[config.mk]
export PLATFORM = sky130hd
export DESIGN_NAME = led_blink_pwm_timeout_controller_unit
export DESIGN_NICKNAME = d
export VERILOG_FILES = /design/src/rtl/lbptc_pkg.sv /design/src/rtl/led_blink_pwm_timeout_controller_unit.sv
export SDC_FILE = /design/constraint.sdc
export NUM_CORES = 2
export LEC_CHECK = 0
export ABC_AREA = 1
export BUFFER_PORTS_ARGS = -buffer_cell sky130_fd_sc_hd__buf_2
export CAP_MARGIN = 30
export CORE_AREA = 2 2 317 319
export CTS_CLUSTER_DIAMETER = 30
export DETAILED_ROUTE_END_ITERATION = 10
export DIE_AREA = 0 0 319 321
export PLACE_DENSITY_LB_ADDON = 0.12
export SETUP_SLACK_MARGIN = 0.02
export SYNTH_ARGS = -nofsm -noshare
export SYNTH_HDL_FRONTEND = slang
export SYNTH_SLANG_ARGS = --single-unit
[constraint.sdc]
create_clock -name i_clk -period 11.1 [get_ports i_clk]
set_input_delay 1.11 -clock i_clk [delete_from_list [all_inputs] [get_ports i_clk]]
set_output_delay 1.11 -clock i_clk [all_outputs]
set_load 0.02 [all_outputs]
[src/rtl/lbptc_pkg.sv]
// Package for the LED blink/PWM/timeout controller.
// Holds event codes, register indexes, reset values and the channel-to-bit map.
// No dependencies.
package lbptc_pkg;

    // channel counts
    localparam int NUM_CHANNELS = 7;
    localparam int NUM_BLINK    = 2;
    localparam int NUM_PWM      = NUM_CHANNELS - NUM_BLINK;

    // field widths
    localparam int FUNC_W   = 2;
    localparam int CHAN_W   = 3;
    localparam int DUTY_W   = 8;
    localparam int PCT_W    = 7;
    localparam int STEP_W   = 10;
    localparam int TIME_W   = 16;
    localparam int LED_W    = 8;
    localparam int CFG_IDX_W = 3;
    localparam int CFG_DAT_W = 16;
    localparam int PROD_W   = TIME_W + PCT_W;

    // duty clamp and percent scale
    localparam logic [PCT_W-1:0] DUTY_MAX = 7'd100;

    // event codes
    typedef enum logic [FUNC_W-1:0] {
        FUNC_TICK  = 2'd0,
        FUNC_WRITE = 2'd1,
        FUNC_DUTY  = 2'd2
    } t_func;

    // configuration register indexes
    typedef enum logic [CFG_IDX_W-1:0] {
        CFG_TICK_STEP    = 3'd0,
        CFG_RUN_PERIOD   = 3'd1,
        CFG_RUN_TIMEOUT  = 3'd2,
        CFG_SEND_PERIOD  = 3'd3,
        CFG_SEND_TIMEOUT = 3'd4,
        CFG_LOAD_PERIOD  = 3'd5
    } t_cfg_idx;

    // register reset values
    localparam logic [STEP_W-1:0] RST_TICK_STEP    = 10'd10;
    localparam logic [TIME_W-1:0] RST_RUN_PERIOD   = 16'd500;
    localparam logic [TIME_W-1:0] RST_RUN_TIMEOUT  = 16'd500;
    localparam logic [TIME_W-1:0] RST_SEND_PERIOD  = 16'd200;
    localparam logic [TIME_W-1:0] RST_SEND_TIMEOUT = 16'd1000;
    localparam logic [TIME_W-1:0] RST_LOAD_PERIOD  = 16'd100;
    localparam logic [LED_W-1:0]  RST_LAST_SENT    = 8'hFF;

    // channel number that means "no channel"
    localparam logic [CHAN_W-1:0] CH_NONE = 3'd7;

    // LED bit driven by each logical channel
    typedef logic [2:0] t_bit_idx;
    localparam t_bit_idx CHAN_BIT [NUM_CHANNELS] = '{
        3'd2, 3'd4, 3'd0, 3'd1, 3'd3, 3'd5, 3'd6
    };

endpackage

[src/rtl/led_blink_pwm_timeout_controller_unit.sv]
// Top level of the LED blink/PWM/timeout controller.
// Depends on lbptc_pkg.
//
// Takes one event word per cycle (tick, channel enable write or duty write) and
// returns one result word per tick: the 8-bit LED pattern and a flag set when it
// differs from the last pattern sent. Each event is finished in the cycle it is
// accepted; its tick result is registered in the output stage, so the rate is
// one event per clock until the skid fills. A two-entry output stage (main
// register plus skid) lets events keep entering while a result waits. The PWM
// on-time compare uses a registered period*duty product per PWM channel that is
// kept in step with every duty and period write. Configuration writes are taken
// every cycle and should only be issued while no result is pending.
module led_blink_pwm_timeout_controller_unit
    import lbptc_pkg::*;
(
    input  logic                 i_clk,
    input  logic                 i_rst_n,
    // event channel
    input  logic                 i_in_valid,
    output logic                 o_in_ready,
    input  logic [FUNC_W-1:0]    i_func,
    input  logic [CHAN_W-1:0]    i_channel,
    input  logic                 i_enable,
    input  logic [DUTY_W-1:0]    i_duty_percent,
    // result channel
    output logic                 o_out_valid,
    input  logic                 i_out_ready,
    output logic [LED_W-1:0]     o_led_pattern,
    output logic                 o_send,
    // configuration channel
    input  logic                 i_cfg_valid,
    output logic                 o_cfg_ready,
    input  logic [CFG_IDX_W-1:0] i_cfg_index,
    input  logic [CFG_DAT_W-1:0] i_cfg_data
);

    // configuration registers
    logic [STEP_W-1:0] r_tick_step;
    logic [TIME_W-1:0] r_run_period;
    logic [TIME_W-1:0] r_run_timeout;
    logic [TIME_W-1:0] r_send_period;
    logic [TIME_W-1:0] r_send_timeout;
    logic [TIME_W-1:0] r_load_period;
    logic [TIME_W-1:0] n_load_period;

    // channel state
    logic [NUM_CHANNELS-1:0] r_en, n_en;
    logic [TIME_W-1:0]       r_left  [NUM_BLINK];
    logic [TIME_W-1:0]       n_left  [NUM_BLINK];
    logic [TIME_W-1:0]       r_phase [NUM_CHANNELS];
    logic [TIME_W-1:0]       n_phase [NUM_CHANNELS];
    logic [PCT_W-1:0]        r_duty  [NUM_PWM];
    logic [PCT_W-1:0]        n_duty  [NUM_PWM];
    logic [PROD_W-1:0]       r_prod  [NUM_PWM];
    logic [LED_W-1:0]        r_last_sent, n_last_sent;

    // output stage
    logic             r_out_valid, r_skid_valid;
    logic [LED_W-1:0] r_out_pattern, r_skid_pattern;
    logic             r_out_send, r_skid_send;

    logic             in_fire, out_fire, push;
    logic [LED_W-1:0] tick_pattern;
    logic             tick_send;

    assign o_in_ready  = !r_skid_valid;
    assign o_cfg_ready = 1'b1;
    assign in_fire     = i_in_valid && o_in_ready;
    assign out_fire    = r_out_valid && i_out_ready;
    assign push        = in_fire && (i_func == FUNC_TICK);

    assign o_out_valid   = r_out_valid;
    assign o_led_pattern = r_out_pattern;
    assign o_send        = r_out_send;

    // configuration writes
    always_ff @(posedge i_clk) begin
        if (!i_rst_n) begin
            r_tick_step    <= RST_TICK_STEP;
            r_run_period   <= RST_RUN_PERIOD;
            r_run_timeout  <= RST_RUN_TIMEOUT;
            r_send_period  <= RST_SEND_PERIOD;
            r_send_timeout <= RST_SEND_TIMEOUT;
        end else if (i_cfg_valid) begin
            unique case (i_cfg_index)
                CFG_TICK_STEP:    r_tick_step    <= i_cfg_data[STEP_W-1:0];
                CFG_RUN_PERIOD:   r_run_period   <= i_cfg_data;
                CFG_RUN_TIMEOUT:  r_run_timeout  <= i_cfg_data;
                CFG_SEND_PERIOD:  r_send_period  <= i_cfg_data;
                CFG_SEND_TIMEOUT: r_send_timeout <= i_cfg_data;
                default: ;
            endcase
        end
    end

    // PWM period next value; it also feeds the product shadow
    always_comb begin
        n_load_period = r_load_period;
        if (i_cfg_valid && (i_cfg_index == CFG_LOAD_PERIOD)) begin
            n_load_period = i_cfg_data;
        end
    end

    // event processing: write, duty and tick in one pass
    always_comb begin
        logic [PCT_W-1:0]  v_duty;
        logic [TIME_W:0]   v_sum;
        logic [TIME_W-1:0] v_cnt;
        logic [TIME_W-1:0] v_period;
        logic [TIME_W-1:0] v_tmo;
        logic [PROD_W:0]   v_thresh;
        logic              v_on;

        n_en         = r_en;
        n_left       = r_left;
        n_phase      = r_phase;
        n_duty       = r_duty;
        n_last_sent  = r_last_sent;
        tick_pattern = '0;
        tick_send    = 1'b0;
        v_duty       = '0;
        v_sum        = '0;
        v_cnt        = '0;
        v_period     = '0;
        v_tmo        = '0;
        v_thresh     = '0;
        v_on         = 1'b0;

        if (in_fire) begin
            unique case (i_func)
                FUNC_WRITE: begin
                    if (i_channel != CH_NONE) begin
                        n_en[i_channel] = i_enable;
                        if (i_channel < CHAN_W'(NUM_BLINK)) begin
                            v_tmo = i_channel[0] ? r_send_timeout : r_run_timeout;
                            n_left[i_channel[0]] = i_enable ? v_tmo : '0;
                        end
                    end
                end
                FUNC_DUTY: begin
                    if (i_channel != CH_NONE) begin
                        v_duty = (i_duty_percent > DUTY_W'(DUTY_MAX)) ?
                                 DUTY_MAX : i_duty_percent[PCT_W-1:0];
                        if (i_channel >= CHAN_W'(NUM_BLINK)) begin
                            n_duty[CHAN_W'(i_channel - CHAN_W'(NUM_BLINK))] = v_duty;
                        end
                        n_en[i_channel] = (v_duty != '0);
                    end
                end
                FUNC_TICK: begin
                    // count down armed timeouts of the blink channels
                    for (int c = 0; c < NUM_BLINK; c++) begin
                        v_tmo = (c == 0) ? r_run_timeout : r_send_timeout;
                        if (v_tmo != '0 && r_left[c] != '0) begin
                            if (r_left[c] > TIME_W'(r_tick_step)) begin
                                n_left[c] = r_left[c] - TIME_W'(r_tick_step);
                            end else begin
                                n_left[c] = '0;
                                n_en[c]   = 1'b0;
                            end
                        end
                    end
                    // advance counters of enabled channels, build the pattern
                    for (int c = 0; c < NUM_CHANNELS; c++) begin
                        if (n_en[c]) begin
                            if (c == 0)      v_period = r_run_period;
                            else if (c == 1) v_period = r_send_period;
                            else             v_period = r_load_period;
                            v_sum = {1'b0, r_phase[c]} + (TIME_W+1)'(r_tick_step);
                            v_cnt = (v_sum >= {1'b0, v_period}) ? '0 : v_sum[TIME_W-1:0];
                            n_phase[c] = v_cnt;
                            if (c < NUM_BLINK) begin
                                v_on = v_cnt < (v_period >> 1);
                            end else begin
                                // cnt < floor(p*d/100)  <=>  p*d >= 100*(cnt+1)
                                v_thresh = ((PROD_W+1)'(v_cnt) + (PROD_W+1)'(1))
                                           * (PROD_W+1)'(DUTY_MAX);
                                v_on = {1'b0, r_prod[c-NUM_BLINK]} >= v_thresh;
                            end
                            tick_pattern[CHAN_BIT[c]] = v_on;
                        end
                    end
                    tick_send = (tick_pattern != r_last_sent);
                    if (tick_send) begin
                        n_last_sent = tick_pattern;
                    end
                end
                default: ;
            endcase
        end
    end

    // channel state registers
    always_ff @(posedge i_clk) begin
        if (!i_rst_n) begin
            r_en          <= '0;
            r_last_sent   <= RST_LAST_SENT;
            r_load_period <= RST_LOAD_PERIOD;
            for (int c = 0; c < NUM_BLINK; c++) begin
                r_left[c] <= '0;
            end
            for (int c = 0; c < NUM_CHANNELS; c++) begin
                r_phase[c] <= '0;
            end
            for (int p = 0; p < NUM_PWM; p++) begin
                r_duty[p] <= '0;
                r_prod[p] <= '0;
            end
        end else begin
            r_en          <= n_en;
            r_last_sent   <= n_last_sent;
            r_load_period <= n_load_period;
            r_left        <= n_left;
            r_phase       <= n_phase;
            r_duty        <= n_duty;
            // product shadow always equals period * duty of the PWM channel
            for (int p = 0; p < NUM_PWM; p++) begin
                r_prod[p] <= PROD_W'(n_load_period) * PROD_W'(n_duty[p]);
            end
        end
    end

    // output register with skid entry
    always_ff @(posedge i_clk) begin
        if (!i_rst_n) begin
            r_out_valid  <= 1'b0;
            r_skid_valid <= 1'b0;
        end else begin
            if (r_skid_valid) begin
                if (out_fire) begin
                    r_out_valid  <= 1'b1;
                    r_skid_valid <= 1'b0;
                end
            end else if (push) begin
                if (r_out_valid && !out_fire) begin
                    r_skid_valid <= 1'b1;
                end else begin
                    r_out_valid <= 1'b1;
                end
            end else if (out_fire) begin
                r_out_valid <= 1'b0;
            end
        end
    end

    // output payload
    always_ff @(posedge i_clk) begin
        if (r_skid_valid) begin
            if (out_fire) begin
                r_out_pattern <= r_skid_pattern;
                r_out_send    <= r_skid_send;
            end
        end else if (push) begin
            if (r_out_valid && !out_fire) begin
                r_skid_pattern <= tick_pattern;
                r_skid_send    <= tick_send;
            end else begin
                r_out_pattern <= tick_pattern;
                r_out_send    <= tick_send;
            end
        end
    end

endmodule

==> results.py <==
metrics = {
    "route": {
        "drc": 0,
        "via_count": 45086,
        "drt_first_pass_iters": 6,
        "drtIter0Drc": 3434,
        "routed_wire_length_per_instance_um": 18.5,
        "vias_per_cell": 5.49,
        "antenna_left": 0,
        "wl_um": 152000,
    },
    "floorplanning": {
        "dieArea_um2": 102000,
        "core-area_um2": 99300,
        "die_height_um": 321,
        "io_pins": 50,
        "initial_core_util_pct": 51.3,
        "die_w_um": 319,
        "rows": 116,
    },
    "worst_setup_path": {
        "r2r_cells": 64,
        "endpoint": "o_send",
        "r2r_slack_ns": 0.89,
        "path_max_fanout": 11,
        "crit_required_ns": 11.57,
        "start_kind": "flop",
        "crit_path_frequent_cell": "nand2_1",
        "end_kind": "flop",
        "arrival_ns": 10.68,
        "r2r-end": "o_send",
        "critPathLaunch": "r_tick_step[7]",
        "slowest_delay_ns": 0.85,
        "worstSetupPathType": "flop to flop",
        "crit_path_top_delay_cell": "dfxtp_1",
        "r2r-start": "r_tick_step[7]",
    },
    "synthesis": {
        "synth_warnings": 0,
        "synth_edf_count": 16,
        "ys_ff_latch": 417,
        "synth_commonest_cells": "nand2_1 (1283), inv_1 (1071), ha_1 (812), a21oi_1 (604), nor2_1 (565)",
        "synth_nets": 8040,
        "synth_cell_types": 73,
        "syn_area_per_cell_um2": 7.52,
        "synth_top_area_share_pct": 19.9,
        "synth_top_area_cell": "ha_1",
        "async_flop_share_pct": 0,
        "syn_area_um2": 51000,
        "synthFlopType": "dfxtp_1",
        "yosys-top-cells-area": "ha_1 (20%), fa_1 (16%), dfxtp_1 (16%)",
        "synth_most_common_cell": "nand2_1",
        "syn_inst": 6776,
        "synth_seq_area_share_pct": 16.7,
    },
    "clocking": {
        "cts-resized-gates": 0,
        "clk_path_buf_depth": 3,
        "cts_buffers": 106,
        "htree_num_levels": 3,
        "path_clk_slew_ns": 0.05,
        "hold_buffers": 0,
        "cts_sinks": 417,
        "clk_latency_ns": 0.72,
        "root_buffer": "clkbuf_16",
        "tritoncts": "yes",
        "post-cts-setup-buffer-count": 0,
    },
    "worst_hold_path": {
        "hold_class": "flop to flop",
    },
    "global_routing": {
        "grt-ovfl-total": 0,
        "grt_util_all_layers_pct": 29.7,
        "antenna_found_initial": 1,
        "grt_pass1_wl_um": 241000,
        "grt_max_degree": 204,
        "grt_pass1_vias": 43569,
    },
    "timing": {
        "slew_violations": 0,
        "rsz0062_at_grt": "no",
        "slew_headroom_pct": 30.9,
        "clock.fmax_mhz": 97.9,
        "finalHoldViolations": 0,
        "hold_slack_ns": 0.461,
        "setup_viol": 0,
        "finClkSkew_ns": 0.0969,
        "tightest_slew_ns": 1.04,
        "period_share_pct": 92.0,
        "tns_ns": 0,
        "min_period_ns": 10.21,
    },
    "finish": {
        "fin_util_pct": 57.1,
        "finalNonFillerCells": 8218,
        "nFillCells": 9389,
        "area_growth_pct": 11.3,
        "antenna_cells": 0,
        "layout-drive-gt1-share_pct": 7.31,
        "layout.nets": 8095,
    },
    "placement": {
        "routabilityCongestion": 0.959,
        "dpl.cell_count": 8021,
        "numPortBuffers": 47,
        "dp_hpwl_um": 117000,
    },
    "run": {
        "cap_violations": 0,
    },
    "power": {
        "p_leak_nw": 29.5,
        "ir_drop_mv": 0.124,
        "pwr_density_cell_nw_per_um2": 108,
        "p_total_w": 0.00610,
    },
    "status": {
        "outcome": "completed",
    },
}
## logic make-up after synthesis
logic type                 after synthesis  share of synthesized area [%]
AOI/OAI and AO/OA                     1262                           13.7
buffers and inverters                 1284                           9.54
xor gates and xnor gates               238                           4.21
and+or+nand+nor                       2347                           19.6
other                                    2                         0.0147
adders and majority gates             1226                           36.2
DFF                                    417                           16.7
## how the worst min path moves through the flow
| stage | slack (ns) | startpoint | to | cells after the start |
|---|---|---|---|---|
| after floorplan | 0.41 | r_last_sent[7] | r_last_sent[7] | 2 |
| after global placement | 0.46 | r_last_sent[2] | r_last_sent[2] | 2 |
| after detailed placement | 0.45 | r_last_sent[2] | r_last_sent[2] | 2 |
| after CTS | 0.46 | r_last_sent[2] | r_last_sent[2] | 2 |
| after global routing | 0.49 | r_send_timeout[0] | r_send_timeout[0] | 2 |
| final | 0.46 | r_last_sent[2] | r_last_sent[2] | 2 |
## registers in the layout, summed over array words and instances, names as in the netlist
register	count
o_led_pattern	7
o_out_valid	1
o_send	1
r_duty	35
r_en	7
r_last_sent	8
r_left	32
r_load_period	16
r_phase	112
r_prod	115
r_run_period	16
r_run_timeout	16
r_send_period	16
r_send_timeout	16
r_skid_pattern	7
r_skid_send	1
r_skid_valid	1
r_tick_step	10
## critical path: cells and delay by family (launching register included)
family	cells	cell delay (ns)
DFF	1	0.85
AOI/OAI and AO/OA	10	1.82
adders and majority gates	8	2.59
buffers and inverters	6	0.59
xor gates and xnor gates	2	0.33
and+or+nand+nor	38	3.75
## final cells by class
cell class	count	area, um^2	area share (%)
clock inverter	69	1010	1.78
sequential	417	8510	15.0
inverter	1100	4130	7.29
clock buffer	128	2880	5.07
tap	1298	1620	2.86
timing repair buffer	131	927	1.63
multi-input combinational	5075	37600	66.3
## report_power, final
| part | internal (W) | switching (W) | total, W |
|---|---|---|---|
| combinational | 0.000417 | 0.000811 | 0.00123 |
| sequential | 0.00155 | 0.0000270 | 0.00157 |
| clock | 0.00224 | 0.00106 | 0.00330 |
| total | 0.00421 | 0.00189 | 0.00610 |
## layer usage
metal / wire (um) / global-route usage (%)
met2: 64900 / 45.9
met4: 5650 / 10.8
met5: 0 / 0
met1: 70300 / 41.9
met3: 11200 / 4.72
## stage by stage
stage	cell area [um^2]	setup slack, ns
4_1_cts	56700	0.655
3_3_place_gp	52700	1.03
6_report	56700	0.889
2_1_floorplan	51000	2.07
5_1_grt	56700	0.0275
3_5_place_dp	52800	0.733
## placed cells by master, fill, tap and decap left out, types with 16 or more instances in the layout
master and count:
o21a_1 46, xor2_1 164, nor3_1 60, nand2_1 1283
edfxtp_1 16, o21bai_1 26, o21ai_0 333, buf_2 46
nand2_2 24, xnor2_1 66, clkinv_2 17, o21ai_1 67
inv_1 1070, nor2_1 560, nor2_2 34, or2_2 20
bufinv_16 17, inv_2 21, nor4_1 25, clkbuf_16 107
dfxtp_1 398, a21o_1 24, buf_4 78, o211ai_1 20
fa_1 414, a21oi_1 604, nand3_1 193, a31oi_1 60
nand4_1 78, ha_1 812
Note: power is estimated with default switching activity, not from simulation.
